### src/sv/arpc_pkg.sv
// Shared constants and types for the ARP cache block.
`timescale 1ns / 1ps
package arpc_pkg;
    localparam int CACHE_ENTRIES   = 64;
    localparam int PENDING_ENTRIES = 16;
    localparam int CACHE_AW        = $clog2(CACHE_ENTRIES);
    localparam int PEND_AW         = (PENDING_ENTRIES > 1) ? $clog2(PENDING_ENTRIES) : 1;
    localparam int MAX_RESULTS     = 16;

    localparam logic [1:0] OP_LOOKUP = 2'd0;
    localparam logic [1:0] OP_INSERT = 2'd1;
    localparam logic [1:0] OP_QUEUE  = 2'd2;
    localparam logic [1:0] OP_TICK   = 2'd3;

    localparam logic [2:0] RC_HIT        = 3'd0;
    localparam logic [2:0] RC_MISS       = 3'd1;
    localparam logic [2:0] RC_STORED     = 3'd2;
    localparam logic [2:0] RC_CACHE_FULL = 3'd3;
    localparam logic [2:0] RC_QUEUED     = 3'd4;
    localparam logic [2:0] RC_QUEUE_FULL = 3'd5;
    localparam logic [2:0] RC_SEND       = 3'd6;
    localparam logic [2:0] RC_GIVE_UP    = 3'd7;

    localparam logic [1:0] CFG_LIFETIME = 2'd0;
    localparam logic [1:0] CFG_RETRY    = 2'd1;
    localparam logic [1:0] CFG_LIMIT    = 2'd2;

    // Cache row: ip, mac, stamp.
    localparam int MAP_W  = 32 + 48 + 32;
    // Pending row: ip, stamp, sends.
    localparam int WAIT_W = 32 + 32 + 3;

    typedef struct packed {
        logic [1:0]  operation;
        logic [31:0] ip_address;
        logic [47:0] mac_address;
    } req_t;

    typedef struct packed {
        logic [2:0]  result_code;
        logic [31:0] result_ip;
        logic [47:0] result_mac;
        logic        pending_flag;
        logic        last;
    } rsp_t;
endpackage

### src/sv/arpc_if.sv


interface arpc_rsp_if;
    logic              valid;
    logic              ready;
    arpc_pkg::rsp_t    data;
    modport source (output valid, output data, input ready);
    modport sink   (input valid, input data, output ready);
endinterface


### src/sv/arpc_tick_buf.sv
// One-beat hold stage that marks the final result of an item.
`timescale 1ns / 1ps
module arpc_tick_buf (
    input  logic              clk,
    input  logic              rst_n,
    arpc_rsp_if.sink          up,
    arpc_rsp_if.source        dn,
    input  logic              tick_end
);
    import arpc_pkg::*;

    rsp_t hold_reg;
    logic hold_vld_reg;
    logic done_reg;

    // A beat is released once a successor arrives, when it already carries last, or as last once its item has ended.
    logic push, pop;
    assign dn.valid = hold_vld_reg && (up.valid || done_reg || hold_reg.last);
    assign dn.data  = '{result_code:  hold_reg.result_code,
                        result_ip:    hold_reg.result_ip,
                        result_mac:   hold_reg.result_mac,
                        pending_flag: hold_reg.pending_flag,
                        last:         hold_reg.last || done_reg};
    assign pop  = dn.valid && dn.ready;
    assign up.ready = !hold_vld_reg || pop;
    assign push = up.valid && up.ready;

    always_ff @(posedge clk or negedge rst_n)
    begin
        if (!rst_n)
        begin
            hold_vld_reg <= 1'b0;
            done_reg     <= 1'b0;
        end
        else
        begin
            if (push)
            begin
                hold_reg <= up.data;
                hold_vld_reg <= 1'b1;
            end
            else if (pop)
            begin
                hold_vld_reg <= 1'b0;
            end
            if (tick_end)
            begin
                done_reg <= 1'b1;
            end
            else if (pop)
            begin
                done_reg <= 1'b0;
            end
        end
    end
endmodule

### src/flat_wrapper.sv
// flat-port wrapper written by rule: the top's interface ports become plain ports
module arpc_tick_buf_flat import arpc_pkg::*;
  (clk, rst_n, tick_end, up_valid, up_data, up_ready, dn_valid, dn_data, dn_ready);
  arpc_rsp_if up_i ();
  arpc_rsp_if dn_i ();
  input  logic clk;
  input  logic rst_n;
  input  logic tick_end;
  input wire logic [$bits(up_i.valid)-1:0] up_valid;
  input wire logic [$bits(up_i.data)-1:0] up_data;
  output wire logic [$bits(up_i.ready)-1:0] up_ready;
  output wire logic [$bits(dn_i.valid)-1:0] dn_valid;
  output wire logic [$bits(dn_i.data)-1:0] dn_data;
  input wire logic [$bits(dn_i.ready)-1:0] dn_ready;
  assign up_i.valid = up_valid;
  assign up_i.data = up_data;
  assign up_ready = up_i.ready;
  assign dn_valid = dn_i.valid;
  assign dn_data = dn_i.data;
  assign dn_i.ready = dn_ready;
  arpc_tick_buf u_core (.clk(clk), .rst_n(rst_n), .up(up_i), .dn(dn_i), .tick_end(tick_end));
endmodule
### config.mk
export PLATFORM = sky130hd
export DESIGN_NAME = arpc_tick_buf_flat
export DESIGN_NICKNAME = d
export VERILOG_FILES = /design/src/sv/arpc_pkg.sv /design/src/sv/arpc_if.sv /design/src/sv/arpc_tick_buf.sv /design/src/flat_wrapper.sv
export SDC_FILE = /design/constraint.sdc
export NUM_CORES = 1
export LEC_CHECK = 0
export ABC_AREA = 1
export BUFFER_PORTS_ARGS = -buffer_cell sky130_fd_sc_hd__buf_2
export CAP_MARGIN = 20
export CORE_ASPECT_RATIO = 2
export CORE_UTILIZATION = 44
export DETAILED_ROUTE_END_ITERATION = 8
export PLACE_DENSITY = 0.79
export SYNTH_ARGS = -nofsm -noshare
export SYNTH_HDL_FRONTEND = slang
export SYNTH_SLANG_ARGS = --single-unit
### constraint.sdc
create_clock -name clk -period 3.3 [get_ports clk]
set_input_delay 0 -clock clk [delete_from_list [all_inputs] [get_ports clk]]
set_output_delay 0 -clock clk [all_outputs]
set_load 0.005 [all_outputs]
======== Yosys cells after proc, flatten, opt, wreduce, memory -nomap -nowiden ========
Cells that the tools add are included.
word-level totals
  register bits ........................... 87
  latch bits .............................. 0
  bits in writable memories ............... 0
  ROM bits ................................ 0
  output and inout port bits .............. 87
  logic and storage cells ................. 21
  memories kept ........................... 0
cells by class
  add/subtract/negate cells ............... 0
  $mul .................................... 0
  div/mod/pow operators ................... 0
  order comparisons ....................... 0
  eq/ne operators ......................... 0
  shift operators ......................... 0
  mux-type cells .......................... 3
  bitwise logic cells ..................... 0
  reductions and logical operators ........ 11
operator list
  kind                 number
  logical OR 1 bit     4
  nonzero test 2 bit   2
  logical AND 1 bit    3
  2-to-1 mux 1 bit     3
  AND reduction 2 bit  1
  zero test 1 bit      1

======== Depth between registers and ports, before layout ========
Gate-level depths: netlist (run 1).
  word-level depth ........................ 7
  mapped depth ............................ 5
  depth with buffers taken out ............ 5

======== Worst setup path before layout (run 1) ========
No wires, ideal clock.
  path kind ............................... flip-flop to flip-flop
  from .................................... reg u_core.hold_vld_reg
  to ...................................... reg u_core.hold_reg, in the netlist u_core.dn.data[10] (enable)
  library setup time ...................... 440 ps
  arrival ................................. 2219 ps
  setup slack ............................. 642 ps
  stages on the path, launching flop included .. 3
  buffers on the path ..................... 0
  period minus slack after synthesis ...... 2658 ps
  cells stage by stage .................... dfrtp_1 > inv_1 > o211a_1
on the way
  word-level cells in the longest chain between the ends .. 5
RTL lines
  item                             RTL line             text
  start: declaration               arpc_tick_buf.sv:13  logic hold_vld_reg;
  start signal: assignment         arpc_tick_buf.sv:32  hold_vld_reg <= 1'b0;
  start signal: assignment         arpc_tick_buf.sv:40  hold_vld_reg <= 1'b1;
  start signal: assignment         arpc_tick_buf.sv:44  hold_vld_reg <= 1'b0;
  logical AND 1 bit                arpc_tick_buf.sv:18  assign dn.valid = hold_vld_reg && (up.valid || done_reg || hold_reg.last);
  logical AND 1 bit                arpc_tick_buf.sv:24  assign pop = dn.valid && dn.ready;
  logical OR 1 bit *               arpc_tick_buf.sv:25  assign up.ready = !hold_vld_reg || pop;
  logical AND 1 bit *              arpc_tick_buf.sv:26  assign push = up.valid && up.ready;
  AND reduction 2 bit (no line) *  -
  end signal: assignment           arpc_tick_buf.sv:39  hold_reg <= up.data;
  end: declaration                 arpc_tick_buf.sv:12  rsp_t hold_reg;
Mark *: on every way between the ends. The rest lies on a longest branch, timed or not.
A chain may end at the register's enable or synchronous reset.

======== Worst setup path in the final report (run 1) ========
  from .................................... reg u_core.hold_vld_reg
  to ...................................... reg u_core.hold_reg, in the netlist u_core.dn.data[72] (enable)
The elaborated chain is that of the path after synthesis.

==> results of run 1 <==
worst max-delay path, cell delays in order (launching register included):
cell	delay (ns)
dfrtp_1	0.41
inv_1	0.11
o211a_4	0.33
buf_16	0.32
final timing paths:
check	slack, ns	depth (start not counted)	from	end
setup / recovery	1.75	3	u_core.hold_vld_reg	u_core.dn.data[72]
hold / removal	0.02	4	dn_ready	u_core.done_reg
setup reg to reg	1.75	3	u_core.hold_vld_reg	u_core.dn.data[72]
hold reg to reg	0.51	2	u_core.done_reg	u_core.done_reg
max in group asynchronous	2.60	3	rst_n	u_core.hold_vld_reg
min in group asynchronous	0.57	3	rst_n	u_core.done_reg
logic make-up (layout without fill, tap and decap cells):
family                 after synthesis  in the layout  share of synthesized area
AOI/OAI and AO/OA                    2              2                    0.00455
buffers and inverters               88            287                      0.196
DFF                                 87             87                      0.788
and+or+nand+nor                      7              7                     0.0114
area by class of cell:
class	instances	area (um2)
multi-input cells	9	60.1
well taps	92	115
inverters	4	15.0
flip-flops and latches	87	2600
fillers	507	2360
clock inverters	5	72.6
clock buffers	11	233
repair buffers	267	1810
cell usage in the layout (no fill, tap or decap):
master         instances
a21oi_1                1
buf_16                 1
buf_2                176
bufinv_16              2
clkbuf_1               2
clkbuf_16              9
clkinv_1               2
clkinv_2               1
dfrtp_1                2
dlygate4sd3_1         90
edfxtp_1              85
inv_1                  4
nand2_1                4
nand2_2                1
nand3_2                1
nor2_2                 1
o211a_4                1
power groups by stage:
stage | clock network, mW | logic (mW) | registers, mW
after floorplan | 0 | 0.0754 | 1.30
after global placement | 0 | 0.121 | 1.30
after detailed placement | 0 | 0.127 | 1.30
after CTS | 1.06 | 0.211 | 1.28
after global routing | 1.09 | 0.235 | 1.28
final | 1.03 | 0.218 | 1.28
routing by layer:
metal | GRT usage | up-vias | wire (um)
li1 | - | 949 | -
met1 | 0.168 | 939 | 2350
met2 | 0.343 | 105 | 4060
met3 | 0.0449 | 32 | 372
met4 | 0.151 | 0 | 401
met5 | 0 | - | 0
stage by stage:
step | area, um2 | util
final | 4910 | 0.675
after global routing | 4910 | 0.675
after CTS | 4880 | 0.671
after detailed placement | 3670 | 0.506
after global placement | 3670 | 0.506
after floorplan | 3300 | -
what timing repair did:
| item | 4_1_cts | 5_1_grt |
|---|---|---|
| endpoints found under the hold margin | 89 | 0 |
| hold buffers | 90 | 0 |
| setup buffers | 0 | 0 |
==> impl_metrics.json, run 1 <==
{
  "outcome": "completed",
  "maxSlewHeadroom": 0.779,
  "cts_sinks": 87,
  "p_sw_mw": 0.464,
  "dp_slack_ns": 1.43,
  "grt_pass1_vias": 2158,
  "num_io_pins": 177,
  "largest_reg_flops": 84,
  "netSwitchingFraction": 0.184,
  "drive_gt1_frac": 0.504,
  "post_drt_via_cell_ratio": 4.26,
  "fin_tns_setup_ns": 0,
  "syn_area_per_cell_um2": 17.9,
  "gp_congestion": 0.632,
  "synth_common_cells": "85 x edfxtp_1, 84 x buf_4, 4 x inv_1, 4 x nand2_1, 2 x dfrtp_1",
  "grt_usage": 0.189,
  "finalNonFillerCells": 475,
  "max_slew.worst_pin.slew_ns": 0.331,
  "grt_first_pass_wirelength_mm": 10.4,
  "holdWs_ns": 0.0238,
  "leakagePower_nw": 2.08,
  "drv_cap": 0,
  "first_iter_violations": 61,
  "drtAntennaViolNets": 0,
  "fin_crit_sh": 0.470,
  "drtPass1Iterations": 4,
  "dp_cells": 368,
  "yosysUniqueCellTypes": 10,
  "clk_latency_ns": 0.33,
  "htree_num_levels": 3,
  "crit_arrival_ns": 1.55,
  "yosysSeqAreaShare": 0.788,
  "core_um2": 7270,
  "die-area_um2": 7870,
  "syn_nets": 274,
  "cts_resized": 0,
  "hold_path.class": "in -> reg",
  "routed_wl_mm": 7.18,
  "num_vias": 2025,
  "synth-seq-cells": 87,
  "synth.top_cells.by_area": "edfxtp_1 77%, buf_4 19%, dfrtp_1 1.5%",
  "finalClockSkew_ns": 0.00548,
  "p_total_mw": 2.52,
  "nNetsFinal": 468,
  "clk_pin_slew_ns": 0.06,
  "p_int_mw": 2.06,
  "rsz0062_at_grt": "false",
  "synth_ff_type": "edfxtp_1",
  "p_clk_frac": 0.408,
  "yosysWarningCount": 0,
  "root_buffer": "clkbuf_16",
  "synth_async_sr_flop_share": 0.0230,
  "critPathKind": "reg -> reg",
  "place_hpwl_mm": 4.15,
  "avgRoutedWirePerCell_um": 15.1,
  "synth_top_area_frac": 0.773,
  "vdd_ir_drop_max_mv": 0.553,
  "grt_max_degree": 86,
  "startpoint_type": "flop",
  "share_comb_of_total_power": 0.086,
  "die_w_um": 63.2,
  "fmax_mhz": 645,
  "seq_power_share": 0.506,
  "area_delta_synth_final_pct": 48.7,
  "cts_tree": "built",
  "syn_area_um2": 3300,
  "synthCells": 184,
  "yosys.area.top_type": "edfxtp_1",
  "required_ns": 3.30,
  "port_buffers": 176,
  "synth_edf_count": 85,
  "slew_viol_final": 0,
  "cts_made_buffers": 9,
  "fp-row-count": 44,
  "finalCriticalPeriod_ns": 1.55,
  "cp_max_fo": 69,
  "fin_ws_ns": 1.75,
  "fp.dieH_um": 124,
  "setup_viol_count_final": 0,
  "antenna_found_initial": 0,
  "grt_remaining_overflow": 0,
  "cp-end-kind": "flop",
  "n_antenna_cell": 0,
  "hold_viol_final": 0,
  "start_util": 0.454,
  "cts_buffer_depth": 2,
  "synth.most_common_cell": "edfxtp_1",
  "drc": 0,
  "powerDensity_nw_per_um2": 514
}
Power figures use the tool's default switching activity.
==> run 2, diff against run 1 <==
- ABC_AREA: 1 -> 0
- clock period: 3.3 -> 1.5 ns (I/O delays scaled with it)
==> run 2 against run 1 <==
  * Total power increased by 110%
  * Design area grew 0.33%
  * Die area fell by 0.11%
  * Synthesized cell count decreased by 1.1%
  * Non-clock buffer count grew 2
  * Critical path depth did not move
  * Critical endpoint is now u_core.done_reg
  * Highest routed layer unchanged
==> impl_metrics.json, run 2 <==
{
  "outcome": "completed",
  "synthCells": 182,
  "fin_util": 0.678,
  "vdd_ir_drop_max_mv": 0.760,
  "drtPass1Iterations": 4,
  "grt_pass1_vias": 2117,
  "area_delta_synth_final_pct": 49.3,
  "nNetsFinal": 468,
  "n_fill_cell": 530,
  "slowest_delay_ns": 0.54,
  "num_vias": 1986,
  "fin_tns_setup_ns": 0,
  "hold_path.class": "in -> reg",
  "cts_sinks": 87,
  "critPathCapture": "u_core.done_reg",
  "yosysSeqAreaShare": 0.789,
  "seq_power_share": 0.520,
  "critPathKind": "reg -> reg",
  "r2r-start": "u_core.hold_vld_reg",
  "first_iter_violations": 75,
  "synth_ff_type": "edfxtp_1",
  "finalCriticalPeriod_ns": 1.38,
  "p_clk_frac": 0.391,
  "port_buffers": 176,
  "max_slew.worst_pin.slew_ns": 0.260,
  "finalNonFillerCells": 475,
  "synth_top_area_frac": 0.774,
  "routed_wl_mm": 6.91,
  "grt_first_pass_wirelength_mm": 10.4,
  "powerDensity_nw_per_um2": 1100,
  "hp-start": "dn_ready",
  "synth_common_cells": "85 x edfxtp_1, 84 x buf_4",
  "crit_buf_inv": 1,
  "cts_tree": "built",
  "drtAntennaViolNets": 0,
  "synth.most_common_cell": "edfxtp_1",
  "drive_gt1_frac": 0.512,
  "core_um2": 7270,
  "yosysUniqueCellTypes": 11,
  "slew_viol_final": 0,
  "maxSlewHeadroom": 0.827,
  "startpoint_type": "flop",
  "syn_area_per_cell_um2": 18.1,
  "n_antenna_cell": 0,
  "die_w_um": 63.2,
  "yosysWarningCount": 0,
  "final_cell_mix": "176 x buf_2, 90 x dlygate4sd3_1, 85 x edfxtp_1",
  "hold_viol_final": 0,
  "finalInstanceArea_um2": 4920,
  "syn_area_um2": 3300,
  "fp.dieH_um": 124,
  "cpMaxStageDelayCell": "dlygate4sd3_1",
  "start_util": 0.454,
  "root_buffer": "clkbuf_16",
  "cp_max_fo": 5,
  "fmax_mhz": 727,
  "gp_congestion": 0.734,
  "cp_top_family": "buffers and inverters",
  "cts_buffer_depth": 2,
  "htree_num_levels": 3,
  "drv_cap": 0,
  "leakagePower_nw": 2.07,
  "yosys.area.top_type": "edfxtp_1",
  "required_ns": 1.71,
  "cp-end-kind": "flop",
  "fp-row-count": 44,
  "avgRoutedWirePerCell_um": 14.6,
  "place_hpwl_mm": 4.43,
  "r2r-end": "u_core.done_reg",
  "cts_resized": 0,
  "grt_usage": 0.186,
  "fin_crit_sh": 0.917,
  "synth.top_cells.by_area": "edfxtp_1 77%, buf_4 19%, dfrtp_1 1.5%",
  "rsz0062_at_grt": "false",
  "share_comb_of_total_power": 0.089,
  "final_common_cell": "buf_2",
  "clk_latency_ns": 0.32,
  "finalClockSkew_ns": 0.00379,
  "postCtsSetupBuffers": 0,
  "cp.depth": 3,
  "p_int_mw": 4.37,
  "dp_cells": 369,
  "syn_nets": 272,
  "crit_arrival_ns": 1.58,
  "cts_made_buffers": 9,
  "synth_edf_count": 85,
  "grt_max_degree": 32,
  "cp_cell_sequence": "nand2_1 > a21o_1 > dlygate4sd3_1",
  "p_sw_mw": 1.03,
  "die-area_um2": 7860,
  "r2r_slack_ns": 0.12,
  "setup_viol_count_final": 0,
  "clk_pin_slew_ns": 0.06,
  "synth-seq-cells": 87,
  "largest_reg_flops": 84,
  "netSwitchingFraction": 0.191,
  "critPathLaunch": "u_core.hold_vld_reg",
  "reg2reg_depth": 3,
  "drc": 0,
  "synth_async_sr_flop_share": 0.0230,
  "num_io_pins": 177,
  "grt_remaining_overflow": 0,
  "post_drt_via_cell_ratio": 4.18,
  "antenna_found_initial": 0,
  "placed_cell_area_um2": 3730
}
## run 2: changes by cell type after synthesis, sizes merged, moves of 2 or more
cell and change:
nand2 -3, inv -3, a21o +2, o21ai +2
## run 2: worst reg2reg max path: cells and delay by family (launching register included)
kind | cells | cell delay, ns
AOI/OAI and AO/OA | 1 | 0.18
buffers and inverters | 1 | 0.54
DFF | 1 | 0.45
and+or+nand+nor | 1 | 0.09
## run 2: kinds of logic (layout without fill, tap and decap cells)
group	after synthesis	count (layout)	synth area share
flops	87	87	0.789
buf+inv	85	286	0.192
compound gates	5	5	0.00911
simple gates	5	5	0.00911
## run 2: timing repair
action	CTS	global route
hold endpoints to repair	89	0
endpoints found under the setup margin	0	0
hold buffers	90	0
## run 2: metrics by stage
stage               power (mW)  hold WS [ns]  setup WS [ns]
floorplan                 3.02        -0.296         -0.785
global route              5.59        0.0246         0.0791
CTS                       5.44       0.00166          0.134
detailed placement        3.15        -0.204          0.208
global placement          3.13        -0.209          0.221
finish                    5.40        0.0215          0.125
## run 2: cell type report
cell class                 count  area [um2]  area share
clock buffer                   9         225      0.0457
multi-input combinational     10        71.3      0.0145
sequential                    87        2600       0.529
timing repair buffer         269        1840       0.374
tap                           92         115      0.0234
clock inverter                 7        63.8      0.0130
inverter                       1        3.75    0.000762
## run 2: power by group through the flow
stage | clock network, mW | registers [mW] | logic [mW]
final | 2.11 | 2.81 | 0.481
after global routing | 2.26 | 2.81 | 0.520
after CTS | 2.15 | 2.81 | 0.479
after detailed placement | 0 | 2.86 | 0.291
after global placement | 0 | 2.85 | 0.280
after floorplan | 0 | 2.86 | 0.166
## run 2: worst min path at each step
| stage | depth (start not counted) | to |
|---|---|---|
| after floorplan | 0 | u_core.done_reg |
| after CTS | 3 | u_core.hold_vld_reg |
| after detailed placement | 1 | u_core.hold_vld_reg |
| after global routing | 3 | u_core.hold_vld_reg |
| final | 3 | u_core.hold_vld_reg |
| after global placement | 1 | u_core.done_reg |
## run 2: routing by layer
layer,track usage,wire length [um]
met5,0,0
met4,0.120,299
met3,0.0568,437
met2,0.333,3900
met1,0.175,2280
