`src/sv/arpc_ram.sv`:
```
// Generic single-port-write, single-port-read RAM with registered read data.
`timescale 1ns / 1ps
module arpc_ram #(
    parameter int WIDTH = 8,
    parameter int DEPTH = 16
) (
    input  logic                     clk,
    input  logic                     we,
    input  logic [$clog2(DEPTH)-1:0] waddr,
    input  logic [WIDTH-1:0]         wdata,
    input  logic [$clog2(DEPTH)-1:0] raddr,
    output logic [WIDTH-1:0]         rdata
);
    logic [WIDTH-1:0] mem [DEPTH];

    always_ff @(posedge clk)
    begin
        if (we)
        begin
            mem[waddr] <= wdata;
        end
        rdata <= mem[raddr];
    end
endmodule

```
`config.mk`:
```
export PLATFORM = sky130hd
export DESIGN_NAME = arpc_ram
export DESIGN_NICKNAME = d
export VERILOG_FILES = /design/src/sv/arpc_ram.sv
export SDC_FILE = /design/constraint.sdc
export NUM_CORES = 1
export LEC_CHECK = 0
export BUFFER_PORTS_ARGS = -buffer_cell sky130_fd_sc_hd__buf_4
export CORE_UTILIZATION = 55
export DETAILED_ROUTE_END_ITERATION = 7
export HOLD_SLACK_MARGIN = 0.12
export PLACE_DENSITY = 0.75
export SLEW_MARGIN = 40
export SYNTH_ARGS = -nofsm -noshare
export SYNTH_HDL_FRONTEND = slang
export SYNTH_SLANG_ARGS = --single-unit
```
`constraint.sdc`:
```
create_clock -name clk -period 4.33 [get_ports clk]
set_input_delay 0.866 -clock clk [delete_from_list [all_inputs] [get_ports clk]]
set_output_delay 0.866 -clock clk [all_outputs]
set_load 0.03 [all_outputs]
```
# Word-level counts from Yosys, hierarchy flattened
# Memory sizes are Yosys's and may differ from the RTL's. A register that Yosys moved wholly into a read port is not among the register bits.
# Cells that the tools add are included.
# totals
ff_bits	0
ramBits	128
in_bits	18
output_inout_bits	8
wordCells	3
memories	1
# op_classes
mux	2
# mem_list
name	words	width	rd	rd_ports_with_merged_regs	wr	line	text
mem	16	8	1	1	1	14	logic [WIDTH-1:0] mem [DEPTH];
# op_table
cell	count
two-way mux 1 bit	2

# Longest topological paths before layout
# Gate-level depths: netlist of the first run.
# depth
word_depth	2
depth_mapped	5

# Least setup slack after synthesis of the first run
# OpenSTA, ideal clock, no wires.
# synth_path
kind	input to register
startpoint	input waddr[2]
endpoint	memory mem[0][0] (enable)
setup_ps	383
arrival_time_ps	1976
slack_ps	1971
stages	2
path_cell_list	or3b_2 > nor3_1
# synth_rtl
element	line	text
from (decl)	9	input logic [$clog2(DEPTH)-1:0] waddr,
to (decl)	14	
# Straight into the memory's write port.

# Final worst setup path of the first run
# layout_path
startpoint	input waddr[2]
endpoint	memory mem[2][4] (enable)
# Straight into the memory's write port.

==> results of run 1 <==
[kinds of logic (layout without fill, tap and decap cells)]
group | count (synthesis) | in the layout | synth area share [%]
mux | 32 | 32 | 15.02
compound gates | 16 | 16 | 2.334
simple gates | 35 | 35 | 3.184
buf+inv | 10 | 60 | 1.677
flops | 136 | 136 | 77.78
[registers in the layout (all words and copies together), names as in the netlist]
name and count:
mem 128, rdata 8
[metal layers]
metal  routed length, um  up-vias  share of wire (%)
met4                  93        0               0.99
met5                   0        -                  0
met3                 697        7                7.4
met2                4720       89                 50
li1                    -     1049                  -
met1                3847     1197                 41
[area by class of cell]
class / instances / share of cell area, %
clock buffers: 19 / 7.130
clock inverters: 13 / 3.162
multi-input cells: 83 / 17.88
flip-flops and latches: 136 / 66.13
well taps: 108 / 2.232
repair buffers: 28 / 3.472
[worst reg2reg max path, stage by stage (launching register included)]
cell	delay (ns)
edfxtp_1	0.37
mux4_1	0.51
a22oi_1	0.23
nand2_1	0.14
[stage by stage]
| step | utilization [%] | instance area, um2 | setup WS, ns |
|---|---|---|---|
| after floorplan | - | 5147 | 1.971 |
| after global placement | 60.81 | 5406 | 1.609 |
| after detailed placement | 60.95 | 5419 | 1.736 |
| after CTS | 67.96 | 6042 | 2.276 |
| after global routing | 68.10 | 6055 | 2.225 |
| final | 68.10 | 6055 | 2.284 |
[power breakdown]
group | switching [W] | leakage (nW) | internal (W)
Sequential | 0.00000763 | 1.22 | 0.00147
Combinational | 0.0000919 | 0.506 | 0.0000625
Clock | 0.000534 | 0.295 | 0.000956
[cell usage in the layout, fill, tap and decap left out]
cell / count
mux4_2: 18
bufinv_16: 4
nor3_1: 3
mux4_1: 14
dfxtp_1: 8
clkinv_2: 1
nor3_2: 1
nor2b_1: 1
nand2_1: 9
or3b_2: 1
nand3_1: 1
buf_4: 28
edfxtp_1: 128
clkinvlp_4: 3
nor2_2: 8
a22oi_1: 16
nor2_1: 5
nand3b_1: 2
clkbuf_16: 16
inv_6: 3
clkbuf_1: 1
and2b_1: 1
nand2b_1: 2
clkinv_4: 2
clkbuf_8: 2
and2_1: 1
[how the worst min path moves through the flow]
stage | end | startpoint | slack, ns
6_report | mem[4][6] | wdata[6] | 0.66
3_3_place_gp | rdata[7] | mem[14][7] | 0.65
2_1_floorplan | rdata[0] | mem[7][0] | 0.63
4_1_cts | mem[4][6] | wdata[6] | 0.65
5_1_grt | mem[4][6] | wdata[6] | 0.65
3_5_place_dp | rdata[7] | mem[15][7] | 0.66
==> results by group, run 1 <==
STA
  • Worst hold margin: approximately 0.66 ns
  • Worst-margin pin slew: ~0.84 ns
  • Min cycle time layout: around 2.0 ns
  • Unrepaired setup endpoints after global routing: false
  • Remaining max-slew budget at the tightest pin: between 40% and 50%
  • Final setup violation count: 0
  • Final total negative setup slack: 0 ns
  • Max Fclk: approximately 490 MHz
  • Final slew viol count: 0
  • Final critical-path share of the clock period: 47.24%
  • Worst clock skew on the final layout: roughly 0.0081 ns
  • Fin. Hold Viols: 0

Cells and area
  • Number of non-filler instances in the completed layout: ~390
  • Fill cell instance count of the final layout: ~550
  • Combined flip-flop and latch cell area: 4004 um2
  • Area of the multi-input gates: between 1000 and 1500 um2
  • Final layout net count: approximately 280
  • Number of antenna diodes: 0
  • Synth-to-Final Area Change: 17.62%
  • Share of cells above drive strength 1: slightly above 30%

Clocking
  • Largest buffer count on any clock path: 2
  • Number of post-CTS setup repair buffers: 0
  • Clock transition at the registers of the reported paths: 0.06 ns
  • TritonCTS clock tree: done
  • Insertion delay to the later sink of the worst-skew pair: a little over 0.5 ns
  • CTS sink count: roughly 140
  • Number of hold buffers added after CTS: 0
  • Root buffer cell: clkbuf_8
  • Htree depth: 4
  • PostCTS Resize Cnt: 0
  • Number of buffers inserted during clock tree synthesis: 17

Power
  • Power per standard cell area: a little over 500 nW/um2
  • Total leakage power: between 2 and 2.5 nW
  • Overall power: about 0.0031 W
  • Maximum VDD drop: about 0.31 mV

Routing
  • Vias post-DR: 2342
  • DRT Pass-1 Iters: 4
  • Initial detailed-routing violation count: 321
  • Drt drc: 0
  • Avg Vias per Cell: slightly above 6
  • Post-detailed-route count of antenna-violating nets: 0
  • Wire per inst: ~24 um
  • DRT Wirelength: 9359 um

Worst hold path
  • WHS Path Cells: 1
  • Worst min path class: in2reg

Yosys
  • Most common cell in the netlist: edfxtp_1
  • Number of nets in the synthesized netlist: 247
  • Part of the Yosys area used for sequential elements: 77.78%
  • Leading cell types by total area after synthesis: edfxtp_1 75%, mux4_2 7.9%, mux4_1 7.1%
  • Avg Synthesized Cell Area: 22.48 um2
  • Post-Syn Area: roughly 5000 um2
  • Most frequently used flop master after synthesis: edfxtp_1
  • Library cell occupying the most area in the post-synthesis netlist: edfxtp_1
  • Top post-synthesis cells by count: 128 x edfxtp_1, 18 x mux4_2, 16 x a22oi_1, 14 x mux4_1, 13 x nor2_1
  • Count of flip-flops with a built-in enable after synthesis: around 130
  • Share of synthesized registers carrying an async set or reset: 0%
  • Post-synth cell types: 19
  • Area share of the leading cell type in the synthesized netlist: between 70 and 80%
  • Synth warn: 0
  • Cell count after synthesis: approximately 230
  • Post-synthesis register bit count: 136

Global routing
  • Overall routing resource usage: 21.46%
  • Global-route wire length before repair: approximately 14000 um
  • Via count of the first global-routing pass: 2372
  • GR Util met3: under 10%
  • Antenna violations before repair: 0
  • Maximum number of pins on one net before global-route repair: 33
  • Top Usage Layer GRT: met2
  • GRT met2 Usage: approximately 33%
  • Total overflow reported by the global router: 0
  • Met1 routing resource usage after global routing: 29.84%

Worst setup path
  • CP Launch Point: waddr[2]
  • Crit path max-delay family: simple AND/OR/NAND/NOR gates
  • Cell with the largest stage delay on the worst path: nor2_1
  • Worst-path cell chain: buf_4 -> or3b_2 -> nor2_1
  • Startpoint class of the critical path: primary input
  • Buf/Inv on CP: 1
  • Critical Path Fanout Max: 8
  • Arrival time reported for the critical path endpoint: roughly 2.2 ns
  • Capture point of the critical path: mem[2][4]
  • Reg-to-reg critical path startpoint: mem[9][5]
  • Endpoint of the lowest-slack register-to-register path: rdata[5]
  • Reg-to-reg setup timing slack: between 2 and 3 ns
  • Required time worst endpoint: about 4.5 ns
  • Category of the worst setup path capture point: register
  • Number of cells on the worst reg-to-reg path: 3
  • Type of the setup path with the least slack: in2reg
  • Stage delay of the slowest cell on the critical path: roughly 0.67 ns
  • Critical path depth in cells: 3

Floorplanning
  • Io pins: 26
  • Die width: roughly 100 um
  • Die Outline Area: 9750 um2
  • Core area: just under 9000 um2
  • Height of the die: 98.74 um
  • Starting utilization of the core area: 57.89%
  • Number of placement rows: 34

Place
  • Cell Count Post-Placement: 355
  • Port Buf Inserts: 25
  • Placer's final routability congestion estimate: 0.7352
  • Half-perimeter wire length after placement: ~5400 um

Job
  • Reported max-cap violation count: 0

Status
  • Run status: complete, no violations
No activity file was read; power rests on OpenSTA's default activity.
==> run 2: changes to the inputs <==
Settings changed: CORE_UTILIZATION 55 to 54, PLACE_DENSITY 0.75 to 0.76.
Clock period 4.33 ns to 1.8 ns, I/O delays scaled along.
==> results by group, run 2 (same netlist as run 1, synthesis figures left out) <==
Global routing
  • Global-route wire length before repair: 14530 um (was 14100 um)
  • Via count of the first global-routing pass: 2543 (was 2372)
  • Total overflow reported by the global router: 0 (unchanged)
  • Antenna violations before repair: 0 (unchanged)
  • Overall routing resource usage: 21.81% (was 21.46%)
  • Maximum number of pins on one net before global-route repair: 17 (was 33)

Place
  • Placer's final routability congestion estimate: 0.7300 (was 0.7352)
  • Half-perimeter wire length after placement: 6030 um (was 5353 um)
  • Port Buf Inserts: 25 (unchanged)

Cells and area
  • Final layout net count: 304 (was 284)
  • Number of antenna diodes: 0 (unchanged)
  • Largest register FFs: 128 (unchanged)
  • Synth-to-Final Area Change: 21.78% (was 17.62%)
  • Most frequent cells in the layout: 128 x edfxtp_1, 44 x buf_4, 18 x mux4_2, 16 x a22oi_1, 16 x clkbuf_16 (was 128 x edfxtp_1, 28 x buf_4, 18 x mux4_2, 16 x a22oi_1, 16 x clkbuf_16)
  • Final Core Density: 67.84% (was 68.10%)
  • Largest registers: mem: 128 flops, rdata: 8 flops (unchanged)
  • Fill cell instance count of the final layout: 562 (was 546)
  • Leading cell type in the layout, fill and taps excluded: edfxtp_1 (unchanged)
  • Share of cells above drive strength 1: 32.78% (was 31.18%)
  • Area of the multi-input gates: 1062 um2 (was 1082 um2)
  • Largest reg by FF count: mem (unchanged)
  • Combined flip-flop and latch cell area: 4004 um2 (unchanged)

Worst setup path
  • Required time worst endpoint: 2.19 ns (was 4.46 ns)
  • Reg-to-reg critical path startpoint: mem[5][2] (was mem[9][5])
  • Reg-to-reg setup timing slack: 0.38 ns (was 2.95 ns)
  • Type of the setup path with the least slack: reg2reg (was in2reg)
  • Endpoint of the lowest-slack register-to-register path: rdata[2] (was rdata[5])
  • Category of the worst setup path capture point: register (unchanged)
  • Number of cells on the worst reg-to-reg path: 3 (unchanged)
  • Critical Path Fanout Max: 1 (was 8)
  • Arrival time reported for the critical path endpoint: 1.81 ns (was 2.18 ns)
  • Startpoint class of the critical path: register (was primary input)

Clocking
  • Root buffer cell: clkbuf_8 (unchanged)
  • CTS sink count: 136 (unchanged)
  • Clock transition at the registers of the reported paths: 0.06 ns (about the same)
  • Number of buffers inserted during clock tree synthesis: 17 (unchanged)
  • Largest buffer count on any clock path: 2 (unchanged)
  • Htree depth: 4 (unchanged)
  • Insertion delay to the later sink of the worst-skew pair: 0.52 ns (was 0.51 ns)
  • TritonCTS clock tree: done (unchanged)
  • Number of post-CTS setup repair buffers: 0 (unchanged)
  • Number of hold buffers added after CTS: 0 (unchanged)
  • PostCTS Resize Cnt: 0 (unchanged)

STA
  • Final critical-path share of the clock period: between 70 and 80%
  • Remaining max-slew budget at the tightest pin: 74.76% (was 43.87%)
  • Final slew viol count: 0 (unchanged)
  • Unrepaired setup endpoints after global routing: false (unchanged)
  • Worst-margin pin slew: 0.3786 ns (was 0.8388 ns)
  • Min cycle time layout: approximately 1.4 ns
  • Final total negative setup slack: 0 ns (unchanged)
  • Fin. Hold Viols: 0 (unchanged)
  • Worst clock skew on the final layout: 0.007462 ns (was 0.008111 ns)
  • Final setup violation count: 0 (unchanged)
  • Max Fclk: about 710 MHz

Routing
  • Initial detailed-routing violation count: 175 (was 321)
  • Vias post-DR: 2464 (was 2342)
  • DRT Pass-1 Iters: 4 (unchanged)
  • Post-detailed-route count of antenna-violating nets: 0 (unchanged)
  • Avg Vias per Cell: 5.757 (was 6.052)
  • Drt drc: 0 (unchanged)
  • Wire per inst: 22.78 um (was 24.18 um)
  • DRT Wirelength: 9750 um (was 9359 um)

Floorplanning
  • Height of the die: 99.64 um (was 98.74 um)
  • Io pins: 26 (unchanged)
  • Die Outline Area: 9927 um2 (was 9750 um2)
  • Number of placement rows: 35 (was 34)
  • Starting utilization of the core area: 55.71% (was 57.89%)
  • Core area: 9240 um2 (was 8891 um2)
  • Die width: 99.64 um (was 98.74 um)

Job
  • Reported max-cap violation count: 0 (unchanged)

Power
  • Power per standard cell area: 1207 nW/um2 (was 515.9 nW/um2)
  • Total leakage power: 2.148 nW (was 2.026 nW)
  • Maximum VDD drop: 0.6745 mV (was 0.3089 mV)

Worst hold path
  • Worst min path class: in2reg (unchanged)
  • Hold Path End: mem[6][3] (was mem[4][6])
  • Startpoint of the lowest-slack hold path: wdata[3] (was wdata[6])
  • WHS Path Cells: 1 (unchanged)

Status
  • Run status: complete, no violations (unchanged)
run 2: cell types whose count changed in the layout (fill, tap and decap cells not counted), sizes merged:
cell	before	now
buf	28	48
clkbuf	19	22
inv	3	0
clkinv	3	2
clkinvlp	3	4
run 2: layout make-up:
cell class              instances  area share [%]
multi-input cells              83           16.95
flip-flops and latches        136           63.87
clock buffers                  22           7.385
repair buffers                 48           6.547
clock inverters                10           2.675
well taps                     129           2.575
run 2: critical path, cell delays in order, from the launching register on:
cell,delay (ns)
edfxtp_1,0.38
mux4_1,0.56
a22oi_1,0.24
nand2_1,0.11
run 2: routing by layer:
| layer | global-route usage (%) | wire length [um] | up-vias |
|---|---|---|---|
| met4 | 6.448 | 95 | 0 |
| li1 | - | - | 1085 |
| met1 | 28.09 | 4014 | 1287 |
| met5 | 0 | 0 | - |
| met2 | 35.95 | 5084 | 83 |
| met3 | 7.027 | 555 | 9 |
run 2: worst max path at each step:
stage          startpoint        end  slack (ns)  cells after the start
5_1_grt          rdata[1]   rdata[1]        0.34                      1
6_report        mem[5][2]   rdata[2]        0.38                      3
2_1_floorplan    waddr[2]  mem[3][0]        0.17                      2
3_5_place_dp     raddr[0]   rdata[4]        0.12                      5
3_3_place_gp     raddr[0]   rdata[4]        0.11                      5
4_1_cts         mem[5][2]   rdata[2]        0.35                      3
run 2: power breakdown:
part	leakage, nW	switching [W]	internal [W]	total, W
clock	0.294	0.00124	0.00236	0.00360
combinational	0.631	0.000222	0.000178	0.000400
sequential	1.22	0.0000258	0.00354	0.00357
run 2: per-stage QoR:
stage	hold slack [ns]	cells	total power, W	setup slack (ns)	instance area [um2]
2_1_floorplan	0.4589	229	0.003844	0.1739	5152
3_3_place_gp	0.6634	396	0.004015	0.1102	5638
3_5_place_dp	0.6707	396	0.004029	0.1155	5638
4_1_cts	0.1249	428	0.007612	0.3469	6269
5_1_grt	0.1347	428	0.007772	0.3435	6269
6_report	0.1416	428	0.007569	0.3819	6269
==> run 3: changes to the inputs <==
Settings changed: ABC_AREA set to 1, CORE_UTILIZATION 54 to 55, PLACE_DENSITY 0.76 to 0.77.
Clock period 1.8 ns to 1.2 ns, I/O delays scaled along.
==> results by group, run 3 <==
STA
  • Worst clock skew on the final layout: 0.007729 ns (was 0.007462 ns)
  • Remaining max-slew budget at the tightest pin: 78.25% (was 74.76%)
  • Final slew viol count: 0 (unchanged)
  • Fin. Hold Viols: 0 (unchanged)
  • Max Fclk: ~810 MHz
  • Final setup violation count: 6 (was 0)
  • Final critical-path share of the clock period: 102.7%
  • Worst-margin pin slew: 0.3259 ns (was 0.3786 ns)
  • Worst setup margin: -0.03192 ns (was 0.3819 ns)
  • Unrepaired setup endpoints after global routing: true (was false)
  • Min cycle time layout: around 1.2 ns

Place
  • Port Buf Inserts: 25 (unchanged)
  • Placer's final routability congestion estimate: 0.9043 (was 0.7300)
  • Half-perimeter wire length after placement: 7755 um (was 6030 um)
  • Area post-placement: 6226 um2 (was 5638 um2)

Floorplanning
  • Core area: 10230 um2 (was 9240 um2)
  • Number of placement rows: 37 (was 35)
  • Height of the die: 104.4 um (was 99.64 um)
  • Die width: 104.4 um (was 99.64 um)
  • Io pins: 26 (unchanged)
  • Starting utilization of the core area: 56.37% (was 55.71%)
  • Die Outline Area: 10900 um2 (was 9927 um2)

Clocking
  • Root buffer cell: clkbuf_8 (unchanged)
  • Clock transition at the registers of the reported paths: 0.06 ns (about the same)
  • Htree depth: 4 (unchanged)
  • TritonCTS clock tree: done (unchanged)
  • Number of buffers inserted during clock tree synthesis: 17 (unchanged)
  • CTS sink count: 136 (unchanged)
  • Largest buffer count on any clock path: 2 (unchanged)
  • Insertion delay to the later sink of the worst-skew pair: 0.52 ns (about the same)

Worst setup path
  • Worst-path cell chain: buf_6 (was mux4_1 -> a22oi_1 -> nand2_1)
  • Number of cells on the worst reg-to-reg path: 6 (was 3)
  • Critical Path Fanout Max: 1 (unchanged)
  • Required time worst endpoint: 0.96 ns (was 2.19 ns)
  • Category of the worst setup path capture point: output port (was register)
  • Startpoint class of the critical path: register (unchanged)
  • Buf/Inv on CP: 1 (was 0)
  • Type of the setup path with the least slack: reg2out (was reg2reg)
  • Cell with the largest stage delay on the worst path: dfxtp_2 (was mux4_1)
  • Arrival time reported for the critical path endpoint: 0.99 ns (was 1.81 ns)
  • Stage delay of the slowest cell on the critical path: 0.35 ns (was 0.56 ns)
  • Critical path depth in cells: 1 (was 3)
  • Crit path max-delay family: flip-flops (was multiplexers)

Cells and area
  • Share of cells above drive strength 1: 14.72% (was 32.78%)
  • Synth-to-Final Area Change: 22.69% (was 21.78%)
  • Largest register FFs: 128 (unchanged)
  • Final layout net count: 623 (was 304)
  • Largest reg by FF count: mem (unchanged)
  • Leading cell type in the layout, fill and taps excluded: nand2_1 (was edfxtp_1)
  • Most frequent cells in the layout: 173 x nand2_1, 128 x edfxtp_1, 100 x inv_1, 95 x nand3_1, 34 x buf_4 (was 128 x edfxtp_1, 44 x buf_4, 18 x mux4_2, 16 x a22oi_1, 16 x clkbuf_16)
  • Largest registers: mem: 128 flops, rdata: 8 flops (unchanged)
  • Area of all placed cells without fillers: 7076 um2 (was 6269 um2)
  • Final Core Density: 69.16% (was 67.84%)
  • Number of antenna diodes: 0 (unchanged)

Yosys
  • Part of the Yosys area used for sequential elements: 69.43% (was 77.78%)
  • Post-synthesis register bit count: 136 (unchanged)
  • Area share of the leading cell type in the synthesized netlist: 66.65% (was 74.67%)
  • Share of synthesized registers carrying an async set or reset: 0% (unchanged)
  • Cell count after synthesis: 551 (was 229)
  • Post-synth cell types: 12 (was 19)
  • Count of flip-flops with a built-in enable after synthesis: 128 (unchanged)
  • Most common cell in the netlist: nand2_1 (was edfxtp_1)
  • Leading cell types by total area after synthesis: edfxtp_1 67%, nand2_1 11%, nand3_1 8.4% (was edfxtp_1 75%, mux4_2 7.9%, mux4_1 7.1%)
  • Post-Syn Area: 5767 um2 (was 5147 um2)
  • Most frequently used flop master after synthesis: edfxtp_1 (unchanged)
  • Top post-synthesis cells by count: 173 x nand2_1, 128 x edfxtp_1, 100 x inv_1, 97 x nand3_1, 17 x nor2_1 (was 128 x edfxtp_1, 18 x mux4_2, 16 x a22oi_1, 14 x mux4_1, 13 x nor2_1)
  • Library cell occupying the most area in the post-synthesis netlist: edfxtp_1 (unchanged)
  • Number of nets in the synthesized netlist: 569 (was 247)
  • Synth warn: 0 (unchanged)
  • Avg Synthesized Cell Area: 10.47 um2 (was 22.48 um2)

Job
  • Reported max-cap violation count: 0 (unchanged)

Status
  • Violated checks: setup timing
  • Run status: complete, but fails checks (was complete, no violations)

Routing
  • Post-detailed-route count of antenna-violating nets: 0 (unchanged)
  • Met3 Wirelength: 951 um (was 555 um)
  • Met2 layer wire length in the routed design: 6568 um (was 5084 um)
  • Drt drc: 0 (unchanged)
  • DRT Wirelength: 13020 um (was 9750 um)
  • Vias post-DR: 4010 (was 2464)
  • Initial detailed-routing violation count: 287 (was 175)
  • DRT Pass-1 Iters: 5 (was 4)
  • Metal-1 WL: 5100 um (was 4014 um)
  • Wire per inst: 17.27 um (was 22.78 um)
  • Max layer used: met4 (unchanged)
  • Avg Vias per Cell: 5.318 (was 5.757)

Power
  • Switching share of power: 20.12% (was 19.64%)
  • Part of the power in registers: 43.6% (was 47.1%)
  • Total leakage power: 3.090 nW (was 2.148 nW)
  • Maximum VDD drop: 0.9247 mV (was 0.6745 mV)
  • Power per standard cell area: 1734 nW/um2 (was 1207 nW/um2)
  • Total internal power: 0.009800 W (was 0.006083 W)
  • Sw Pwr: 0.002468 W (was 0.001486 W)
  • Clock power frac: 49.6% (was 47.6%)
  • Part of the total power dissipated in combinational logic: 6.7% (was 5.3%)

Global routing
  • Maximum number of pins on one net before global-route repair: 33 (was 17)
  • Antenna violations before repair: 0 (unchanged)
  • Total overflow reported by the global router: 0 (unchanged)
  • Via count of the first global-routing pass: 3995 (was 2543)
  • Overall routing resource usage: 26.03% (was 21.81%)
  • Global-route wire length before repair: 20700 um (was 14530 um)

Worst hold path
  • WHS Path Cells: 6 (was 1)
  • Worst min path class: in2reg (unchanged)
## run 3: metrics by stage
stage	hold WS [ns]	power [W]	setup WS (ns)	TNS [ns]	cells
3_3_place_gp	0.5682	0.006182	-0.07706	-1.433	712
4_1_cts	0.3011	0.01231	-0.03962	-0.1330	754
5_1_grt	0.3544	0.01259	-0.04729	-0.2358	754
6_report	0.3110	0.01227	-0.03192	-0.04962	754
3_5_place_dp	0.5773	0.006207	-0.1082	-2.246	712
2_1_floorplan	0.3389	0.005872	0.009155	0	551
## run 3: path summary, 6_finish.rpt
| kind | start | slack (ns) | end |
|---|---|---|---|
| max | rdata[2] | -0.03 | rdata[2] |
| min reg2reg | mem[10][7] | 0.66 | rdata[7] |
| max reg2reg | mem[7][4] | 0.14 | rdata[4] |
| min | raddr[1] | 0.31 | rdata[7] |
## run 3: kinds of logic (layout without fill, tap and decap cells)
family,count (synthesis),in the layout,share of synthesized area [%]
buffers and inverters,126,193,9.525
AND/OR/NAND/NOR,289,289,21.05
flip-flops,136,136,69.43
## run 3: power groups by stage
stage                     clock network (W)  logic [W]  registers [W]
after floorplan                           0   0.000375        0.00550
after global placement                    0   0.000746        0.00544
after detailed placement                  0   0.000767        0.00544
after CTS                           0.00613   0.000821        0.00536
after global routing                0.00633   0.000896        0.00536
final                               0.00609   0.000826        0.00535
## run 3: cell type report
type                       count  area [um2]
clock buffer                  21       459.2
multi-input combinational    289        1224
inverter                     102       382.9
timing repair buffer          59       585.6
sequential                   136        4014
tap                          136       170.2
clock inverter                11       240.2
fill                         660        3156
## run 3: layer usage
layer  track usage, %  vias up
met5                0        -
met4            12.76        0
met3            6.140       32
met2            41.82      204
met1            33.32     1894
li1                 -     1880
## run 3: tightest hold or removal path, delay by kind of cell
family / cells / cell delay [ns]
buffers and inverters: 2 / 0.29
and+or+nand+nor: 4 / 0.25
## run 3: timing repair
action,4_1_cts,5_1_grt
resized for setup,16,2
endpoints found under the hold margin,136,0
buffers inserted,0,0
hold buffers,10,0
setup endpoints to repair,8,10
